`src/sv/bmh_pkg.sv`:
```
// Shared types and codes for the binary max-heap table.
// Used by the top level binary_max_heap_table; depends on nothing else.
package bmh_pkg;

   typedef logic signed [31:0] value_type;

   typedef enum logic [1:0] {
      ACT_INSERT = 2'd0,
      ACT_DELETE = 2'd1,
      ACT_READ   = 2'd2,
      ACT_NOP    = 2'd3
   } action_type;

   typedef enum logic [1:0] {
      ST_OK    = 2'd0,
      ST_FULL  = 2'd1,
      ST_RANGE = 2'd2
   } status_type;

endpackage

```
`src/sv/bmh_ram.sv`:
```
// Generic single-write, single-read synchronous RAM with a registered read port.
// Holds the heap entries for binary_max_heap_table; no package dependency.
module bmh_ram #(
   parameter int WIDTH = 32,
   parameter int DEPTH = 64
) (
   input  logic                     clock,
   input  logic                     wr_en,
   input  logic [$clog2(DEPTH)-1:0] wr_addr,
   input  logic [WIDTH-1:0]         wr_data,
   input  logic                     rd_en,
   input  logic [$clog2(DEPTH)-1:0] rd_addr,
   output logic [WIDTH-1:0]         rd_data
);

   logic [WIDTH-1:0] mem_ff [DEPTH];

   always_ff @(posedge clock) begin
      if (wr_en) begin
         mem_ff[wr_addr] <= wr_data;
      end
      if (rd_en) begin
         rd_data <= mem_ff[rd_addr];
      end
   end

endmodule

```
`src/sv/binary_max_heap_table.sv`:
```
// Binary max-heap table: request channel, result channel and heap sequencer.
// Depends on bmh_pkg and on bmh_ram, which holds the entries.
//
// Usage: an item on the req_ channel carries an action (insert, delete all
// entries equal to the value, or read the entry at an index), a signed value
// and an index. Every item yields exactly one item on the rsp_ channel with the
// status, the entry read, the count now held and the number removed.
// One item is worked on at a time by a sequencer around a single RAM with one
// write port and one registered read port; req_stall is low only while the
// sequencer is idle.
// Steps: a refused, out-of-range or no-op item goes straight to the result
// register, and a read first fetches its entry from the RAM. An insert climbs
// a level per parent compare until the new entry stops. A delete checks each
// slot in turn, and the slot that took the last entry is checked again; each
// removal fetches the last entry, unless the match was in the last slot, and
// sifts it up or down, so its cost grows with the count held and the
// number of matches.
// The next item is taken the cycle after a result is registered.
// The result register frees the request side: a new item is taken while a
// result still waits under rsp_stall, and the sequencer holds its finished
// result until the register drains.
// Reset (synchronous, active high) empties the table; the RAM is not cleared,
// as no entry beyond the count is ever read.
module binary_max_heap_table #(
   parameter int CAPACITY = 64
) (
   input  logic               clock,
   input  logic               reset,
   input  logic               req_valid,
   output logic               req_stall,
   input  logic [1:0]         req_action,
   input  bmh_pkg::value_type req_value,
   input  logic [5:0]         req_index,
   output logic               rsp_valid,
   input  logic               rsp_stall,
   output logic [1:0]         rsp_status,
   output bmh_pkg::value_type rsp_entry_value,
   output logic [6:0]         rsp_count_now,
   output logic [6:0]         rsp_removed
);

   import bmh_pkg::*;

   localparam int AW = $clog2(CAPACITY);
   localparam int CW = $clog2(CAPACITY + 1);
   localparam int WW = CW + 7;

   typedef enum logic [3:0] {
      S_IDLE,
      S_RD,
      S_UP,
      S_UP_CHK,
      S_SCAN,
      S_SCAN_CHK,
      S_LAST,
      S_DN,
      S_DN_L,
      S_DN_R,
      S_RESP
   } state_type;

   state_type  state_ff, state_in;
   logic [CW-1:0] cnt_ff, cnt_in;
   logic [CW-1:0] rem_ff, rem_in;
   logic [CW-1:0] idx_ff, idx_in;
   logic [AW-1:0] pos_ff, pos_in;
   value_type  cur_ff, cur_in;
   value_type  key_ff, key_in;
   value_type  lval_ff, lval_in;
   value_type  entry_ff, entry_in;
   status_type status_ff, status_in;
   logic       del_ff, del_in;
   logic       first_ff, first_in;

   logic       rsp_valid_ff, rsp_valid_in;
   logic [1:0] rsp_status_ff, rsp_status_in;
   value_type  rsp_entry_ff, rsp_entry_in;
   logic [6:0] rsp_count_ff, rsp_count_in;
   logic [6:0] rsp_removed_ff, rsp_removed_in;

   logic          ram_we, ram_re;
   logic [AW-1:0] ram_wa, ram_ra;
   logic [31:0]   ram_wd, ram_rd;
   value_type     rdata;

   logic [WW-1:0] cnt_w, rem_w, idx_w, pos_w, req_idx_w;
   logic [WW-1:0] left_w, right_w, parent_w;
   logic          l_gt;
   value_type     best_val;
   state_type     ret_state;

   bmh_ram #(
      .WIDTH (32),
      .DEPTH (CAPACITY)
   ) u_ram (
      .clock   (clock),
      .wr_en   (ram_we),
      .wr_addr (ram_wa),
      .wr_data (ram_wd),
      .rd_en   (ram_re),
      .rd_addr (ram_ra),
      .rd_data (ram_rd)
   );

   assign rdata     = ram_rd;
   assign cnt_w     = WW'(cnt_ff);
   assign rem_w     = WW'(rem_ff);
   assign idx_w     = WW'(idx_ff);
   assign pos_w     = WW'(pos_ff);
   assign req_idx_w = WW'(req_index);
   assign left_w    = (pos_w << 1) + WW'(1);
   assign right_w   = (pos_w << 1) + WW'(2);
   assign parent_w  = (pos_w - WW'(1)) >> 1;
   assign l_gt      = lval_ff > cur_ff;
   assign best_val  = l_gt ? lval_ff : cur_ff;
   // A delete goes back to the same slot after a sift; an insert is done.
   assign ret_state = del_ff ? S_SCAN : S_RESP;

   always_comb begin
      state_in  = state_ff;
      cnt_in    = cnt_ff;
      rem_in    = rem_ff;
      idx_in    = idx_ff;
      pos_in    = pos_ff;
      cur_in    = cur_ff;
      key_in    = key_ff;
      lval_in   = lval_ff;
      entry_in  = entry_ff;
      status_in = status_ff;
      del_in    = del_ff;
      first_in  = first_ff;

      rsp_valid_in   = rsp_valid_ff && rsp_stall;
      rsp_status_in  = rsp_status_ff;
      rsp_entry_in   = rsp_entry_ff;
      rsp_count_in   = rsp_count_ff;
      rsp_removed_in = rsp_removed_ff;

      ram_we = 1'b0;
      ram_wa = pos_ff;
      ram_wd = cur_ff;
      ram_re = 1'b0;
      ram_ra = pos_ff;

      unique case (state_ff)
         S_IDLE: begin
            if (req_valid) begin
               key_in    = req_value;
               rem_in    = '0;
               entry_in  = '0;
               status_in = ST_OK;
               del_in    = 1'b0;
               first_in  = 1'b0;
               state_in  = S_RESP;
               unique case (action_type'(req_action))
                  ACT_INSERT: begin
                     if (cnt_w >= WW'(CAPACITY)) begin
                        status_in = ST_FULL;
                     end else begin
                        pos_in   = AW'(cnt_ff);
                        cur_in   = req_value;
                        cnt_in   = cnt_ff + CW'(1);
                        state_in = S_UP;
                     end
                  end
                  ACT_DELETE: begin
                     del_in   = 1'b1;
                     idx_in   = '0;
                     state_in = S_SCAN;
                  end
                  ACT_READ: begin
                     if (req_idx_w < cnt_w) begin
                        ram_re   = 1'b1;
                        ram_ra   = AW'(req_idx_w);
                        state_in = S_RD;
                     end else begin
                        status_in = ST_RANGE;
                     end
                  end
                  default: begin
                     state_in = S_RESP;
                  end
               endcase
            end
         end
         S_RD: begin
            entry_in = rdata;
            state_in = S_RESP;
         end
         // The entry being sifted is held in cur_ff; its slot is written only
         // once it settles.
         S_UP: begin
            if (pos_ff == '0) begin
               ram_we   = 1'b1;
               state_in = ret_state;
            end else begin
               ram_re   = 1'b1;
               ram_ra   = AW'(parent_w);
               state_in = S_UP_CHK;
            end
         end
         S_UP_CHK: begin
            first_in = 1'b0;
            if (cur_ff > rdata) begin
               ram_we   = 1'b1;
               ram_wd   = rdata;
               pos_in   = AW'(parent_w);
               state_in = S_UP;
            end else if (first_ff) begin
               // The filler does not beat its parent, so it sifts down instead.
               state_in = S_DN;
            end else begin
               ram_we   = 1'b1;
               state_in = ret_state;
            end
         end
         S_SCAN: begin
            if (idx_w >= cnt_w) begin
               state_in = S_RESP;
            end else begin
               ram_re   = 1'b1;
               ram_ra   = idx_ff[AW-1:0];
               state_in = S_SCAN_CHK;
            end
         end
         S_SCAN_CHK: begin
            if (rdata != key_ff) begin
               idx_in   = idx_ff + CW'(1);
               state_in = S_SCAN;
            end else begin
               cnt_in = cnt_ff - CW'(1);
               rem_in = rem_ff + CW'(1);
               if (idx_w == cnt_w - WW'(1)) begin
                  state_in = S_SCAN;
               end else begin
                  ram_re   = 1'b1;
                  ram_ra   = AW'(cnt_w - WW'(1));
                  state_in = S_LAST;
               end
            end
         end
         S_LAST: begin
            if (rdata == key_ff) begin
               // The filler matches too: put it in the hole and check it again.
               ram_we   = 1'b1;
               ram_wa   = idx_ff[AW-1:0];
               ram_wd   = rdata;
               state_in = S_SCAN;
            end else begin
               cur_in = rdata;
               pos_in = idx_ff[AW-1:0];
               if (idx_ff == '0) begin
                  state_in = S_DN;
               end else begin
                  first_in = 1'b1;
                  state_in = S_UP;
               end
            end
         end
         S_DN: begin
            if (left_w >= cnt_w) begin
               ram_we   = 1'b1;
               state_in = ret_state;
            end else begin
               ram_re   = 1'b1;
               ram_ra   = AW'(left_w);
               state_in = S_DN_L;
            end
         end
         S_DN_L: begin
            lval_in = rdata;
            if (right_w < cnt_w) begin
               ram_re   = 1'b1;
               ram_ra   = AW'(right_w);
               state_in = S_DN_R;
            end else if (rdata > cur_ff) begin
               ram_we   = 1'b1;
               ram_wd   = rdata;
               pos_in   = AW'(left_w);
               state_in = S_DN;
            end else begin
               ram_we   = 1'b1;
               state_in = ret_state;
            end
         end
         S_DN_R: begin
            ram_we = 1'b1;
            if (rdata > best_val) begin
               ram_wd   = rdata;
               pos_in   = AW'(right_w);
               state_in = S_DN;
            end else if (l_gt) begin
               ram_wd   = lval_ff;
               pos_in   = AW'(left_w);
               state_in = S_DN;
            end else begin
               state_in = ret_state;
            end
         end
         S_RESP: begin
            if (!rsp_valid_ff || !rsp_stall) begin
               rsp_valid_in   = 1'b1;
               rsp_status_in  = status_ff;
               rsp_entry_in   = entry_ff;
               rsp_count_in   = cnt_w[6:0];
               rsp_removed_in = rem_w[6:0];
               state_in       = S_IDLE;
            end
         end
         default: begin
            state_in = S_IDLE;
         end
      endcase
   end

   always_ff @(posedge clock) begin
      if (reset) begin
         state_ff     <= S_IDLE;
         cnt_ff       <= '0;
         rsp_valid_ff <= 1'b0;
      end else begin
         state_ff     <= state_in;
         cnt_ff       <= cnt_in;
         rsp_valid_ff <= rsp_valid_in;
      end
      rem_ff         <= rem_in;
      idx_ff         <= idx_in;
      pos_ff         <= pos_in;
      cur_ff         <= cur_in;
      key_ff         <= key_in;
      lval_ff        <= lval_in;
      entry_ff       <= entry_in;
      status_ff      <= status_in;
      del_ff         <= del_in;
      first_ff       <= first_in;
      rsp_status_ff  <= rsp_status_in;
      rsp_entry_ff   <= rsp_entry_in;
      rsp_count_ff   <= rsp_count_in;
      rsp_removed_ff <= rsp_removed_in;
   end

   assign req_stall       = (state_ff != S_IDLE);
   assign rsp_valid       = rsp_valid_ff;
   assign rsp_status      = rsp_status_ff;
   assign rsp_entry_value = rsp_entry_ff;
   assign rsp_count_now   = rsp_count_ff;
   assign rsp_removed     = rsp_removed_ff;

   a_count_bound: assert property (@(posedge clock) disable iff (reset)
      cnt_w <= WW'(CAPACITY))
      else $error("entry count exceeds capacity");

   a_no_rw_clash: assert property (@(posedge clock) disable iff (reset)
      (ram_we && ram_re) |-> (ram_wa != ram_ra))
      else $error("RAM read and write to the same entry in one cycle");

   a_accept_busy: assert property (@(posedge clock) disable iff (reset)
      (req_valid && !req_stall) |=> (state_ff != S_IDLE))
      else $error("accepted item did not start the sequencer");

   a_scan_in_range: assert property (@(posedge clock) disable iff (reset)
      (state_ff == S_SCAN_CHK) |-> (idx_w < cnt_w))
      else $error("delete scan checks a slot beyond the count");

endmodule
```
`config.mk`:
```
export PLATFORM = sky130hd
export DESIGN_NAME = binary_max_heap_table
export DESIGN_NICKNAME = d
export VERILOG_FILES = /design/src/sv/bmh_pkg.sv /design/src/sv/bmh_ram.sv /design/src/sv/binary_max_heap_table.sv
export SDC_FILE = /design/constraint.sdc
export NUM_CORES = 2
export LEC_CHECK = 0
export BUFFER_PORTS_ARGS = -buffer_cell sky130_fd_sc_hd__buf_2
export CAP_MARGIN = 5
export CORE_MARGIN = 5
export CORE_UTILIZATION = 35
export DETAILED_ROUTE_END_ITERATION = 10
export GPL_ROUTABILITY_DRIVEN = 0
export PLACE_DENSITY = 0.46
export SYNTH_ARGS = -nofsm -noshare
export SYNTH_HDL_FRONTEND = slang
export SYNTH_SLANG_ARGS = --single-unit
export TNS_END_PERCENT = 10
```
`constraint.sdc`:
```
create_clock -name clock -period 9.3 [get_ports clock]
set_clock_uncertainty 0.15 [all_clocks]
set_input_delay 0.465 -clock clock [delete_from_list [all_inputs] [get_ports clock]]
set_output_delay 0.465 -clock clock [all_outputs]
set_load 0.1 [all_outputs]
```
==> summary.md <==
| Metric | Value |
|---|---|
| Initial antenna violation count | 10 |
| Seq/Total Area, Yosys | between 70 and 80% |
| Startpoint Class | flop |
| Routed wire length | 330000 um |
| DP HPWL | between 150000 and 200000 um |
| Number of global-route vias before repair | ~58000 |
| Fraction of layout cells with a size suffix above 1 | 10.7% |
| PortBufs | a little over 90 |
| DRT antenna net count | 0 |
| WL/cell | 29.6 um |
| Root buf cell | clkbuf_16 |
| CTS Buffer Depth | 4 |
| GRT Overall Usage | between 20% and 30% |
| WS Path Type | flop to flop |
| Via density | 5.53 |
| WP data required | between 9 and 10 ns |
| Area share of and/or/nand/nor cells after synthesis | about 15% |
| Mux share of post-synthesis cell area | just under 2% |
| Global route total overflow | 0 |
| Filler instances | 24900 |
| Row cnt | 190 |
| Fin. Hold Viols | 0 |
| Status | complete, no violations |
| Largest family of logic cells by synthesized area | simple AND/OR/NAND/NOR gates |
| # DRC | 0 |
| Commonest register cell after synthesis | edfxtp_1 |
| Count leader, synth | edfxtp_1 |
| # setup viols final | 0 |
| Critical Path Sink Type | flop |
| Synth area leaders | edfxtp_1 (73%), nand2_1 (7.9%), nand3_1 (4.0%), mux2i_1 (1.9%), ha_1 (1.8%) |
| Core ar. | 268000 um2 |
| Max_cap viols | 0 |
| Starting Density | a little over a third |
| NumNets Final | between 7000 and 8000 |
| Htree depth | 4 |
| Post-Synth XOR/XNOR Area | less than 1% |
| Post-synthesis adder-cell area fraction | 1.77% |
| CP arrival | between 8 and 9 ns |
| Post-synthesis cell count | 7201 |
| Synthesized flop and latch total | 2292 |
| Fin crit share | approximately 88% |
| Syn Std Cell Area | between 90000 and 100000 um2 |
| CP Max Fanout | 64 |
| Die Wd | 529 um |
| Full die area | 280000 um2 |
| Slew HR | about 8.7% |
| Post-synth top area share | between 70% and 80% |
| Clock-pin slew on the worst setup and hold paths | about 0.060 ns |
| Post-synth top cells | edfxtp_1 (2280), nand2_1 (1985), nand3_1 (753) |
| Global-route wire length before repair | between 400000 and 500000 um |
| Synth async-reset ratio | 0% |
| Slew @ Worst Pin | about 1.4 ns |
| Syn avg cell area | ~13 um2 |
| RSZ-0062 raised after global routing | no |
| CTS buffer count | approximately 240 |
| Vias | 61500 |
| Largest net degree at the start of global routing | 116 |
| Starting DRT DRC Count | 6518 |
| Post-layout min period | approximately 8.2 ns |
| Setup tns final | 0 ns |
| Final Max Slew Viols | 0 |
| Area delta synth->final | 14.5% |
| Compound-Gate Fraction of Synth Area | approximately 4.9% |
| Drt first pass iters | 5 |
| IO Pins | 94 |
| Syn. warnings | 0 |
| Die Ht | around 530 um |
| Post-synth EDFFs | approximately 2300 |
| Yosys top cell by area | edfxtp_1 |
| Synthesized Nets | 7378 |
| Worst min path class | input port to flop |
| CTS tree | built |
| Post-synthesis cell type count | 88 |
| Clock Sinks | between 2000 and 2500 |
| Fmax | around 120 MHz |
| Worst-skew pair later-pin latency | ~0.9 ns |
final cells by class:
class	instances	area [um2]	share of cell area [%]
timing repair buffer	380	3120	2.89
sequential	2292	68700	63.7
multi-input combinational	4412	23800	22.1
antenna	6	15.0	0.0139
tap	3552	4440	4.12
clock inverter	131	1130	1.05
clock buffer	300	6380	5.91
inverter	62	233	0.216
registers in the layout, summed over array words and instances, names as in the netlist, 4 cells and up:
register	cells
rsp_entry_value	32
entry_ff	32
pos_ff	6
u_ram.mem_ff	2048
key_ff	32
cnt_ff	7
cur_ff	32
rsp_count_now	7
state_ff	4
idx_ff	7
u_ram.rd_data	32
rem_ff	7
rsp_removed	7
lval_ff	32
metrics by stage:
step	setup slack, ns	hold slack (ns)	cells	instance area [um2]	util [%]
after floorplan	2.62	0.250	7201	94200	-
after global placement	1.19	0.253	10700	100000	37.3
after detailed placement	1.20	0.255	10700	100000	37.3
after CTS	1.14	0.0829	11100	108000	40.3
after global routing	0.767	0.177	11100	108000	40.3
final	1.15	0.189	11100	108000	40.3
cells by family (layout without fill, tap and decap cells):
logic type / after synthesis / count (layout)
buf+inv: 497 / 873
compound gates: 686 / 686
simple gates: 3344 / 3344
xor+xnor: 65 / 65
fa+ha+maj: 133 / 133
mux: 184 / 184
flops: 2292 / 2292
other cells: 0 / 6
metal layers:
metal / vias to the layer above / wire length, um / GRT usage (%)
met1: 31800 / 145000 / 32.5
met2: 2354 / 155000 / 37.2
met3: 397 / 22100 / 3.06
met5: - / 0 / 0
li1: 27000 / - / -
met4: 0 / 7950 / 5.67
path summary, 6_finish.rpt:
kind | startpoint | end | slack [ns] | cells past startpoint
max | cur_ff[25] | u_ram.mem_ff[50][5] | 1.15 | 24
min | req_index[0] | status_ff[1] | 0.19 | 5
max reg2reg | cur_ff[25] | u_ram.mem_ff[50][5] | 1.15 | 24
min reg2reg | entry_ff[13] | rsp_entry_value[13] | 0.27 | 0
placed cells by master (no fill, tap or decap), types with 8 or more instances in the layout:
master / instances
a221o_2: 32
clkinv_2: 38
ha_1: 132
o22ai_1: 33
and3_1: 71
nor2b_1: 20
a221oi_1: 40
a211oi_1: 39
nand3_1: 752
clkinv_1: 63
a32oi_1: 39
xnor2_1: 52
edfxtp_1: 2280
dlygate4sd3_1: 39
o21a_1: 14
mux2i_1: 179
nand2b_1: 18
nor3_1: 86
buf_4: 216
nand2_1: 1983
dfxtp_1: 12
xor2_1: 11
and2_1: 8
buf_12: 32
o211ai_1: 9
a21o_1: 30
nand4_1: 157
a21oi_1: 217
o21ai_0: 36
nor4_1: 8
a31oi_1: 130
clkbuf_16: 247
bufinv_16: 20
clkbuf_1: 53
buf_2: 93
nor2_1: 131
inv_1: 61
nor3_2: 60
repair_timing:
item / 4_1_cts / 5_1_grt
endpoints found under the hold margin: 96 / 0
hold buffers: 39 / 0
setup buffers: 0 / 0
resized for setup: 0 / 0
worst max-delay path: stages (launching register included):
cell      delay, ns
edfxtp_1       0.36
inv_1          0.14
ha_1           0.28
a21oi_1        0.17
nor2b_1        0.06
o21ai_0        0.17
nand2b_1       0.07
a21oi_1        0.19
o221ai_1       0.20
a211oi_1       0.25
o31a_1         0.25
mux2i_4        0.65
buf_4          0.39
a21oi_1        0.12
ha_1           0.41
nand4_1        0.15
nor2_1         0.16
nand2_1        0.11
or3_1          0.41
nor4_1         0.31
nor2_1         0.09
o21a_1         0.23
and2_1         0.27
or4b_1         1.04
a221o_2        0.97
Power is not shown: default switching activity piles up to over one toggle a cycle in this logic, so the estimate is an artifact.
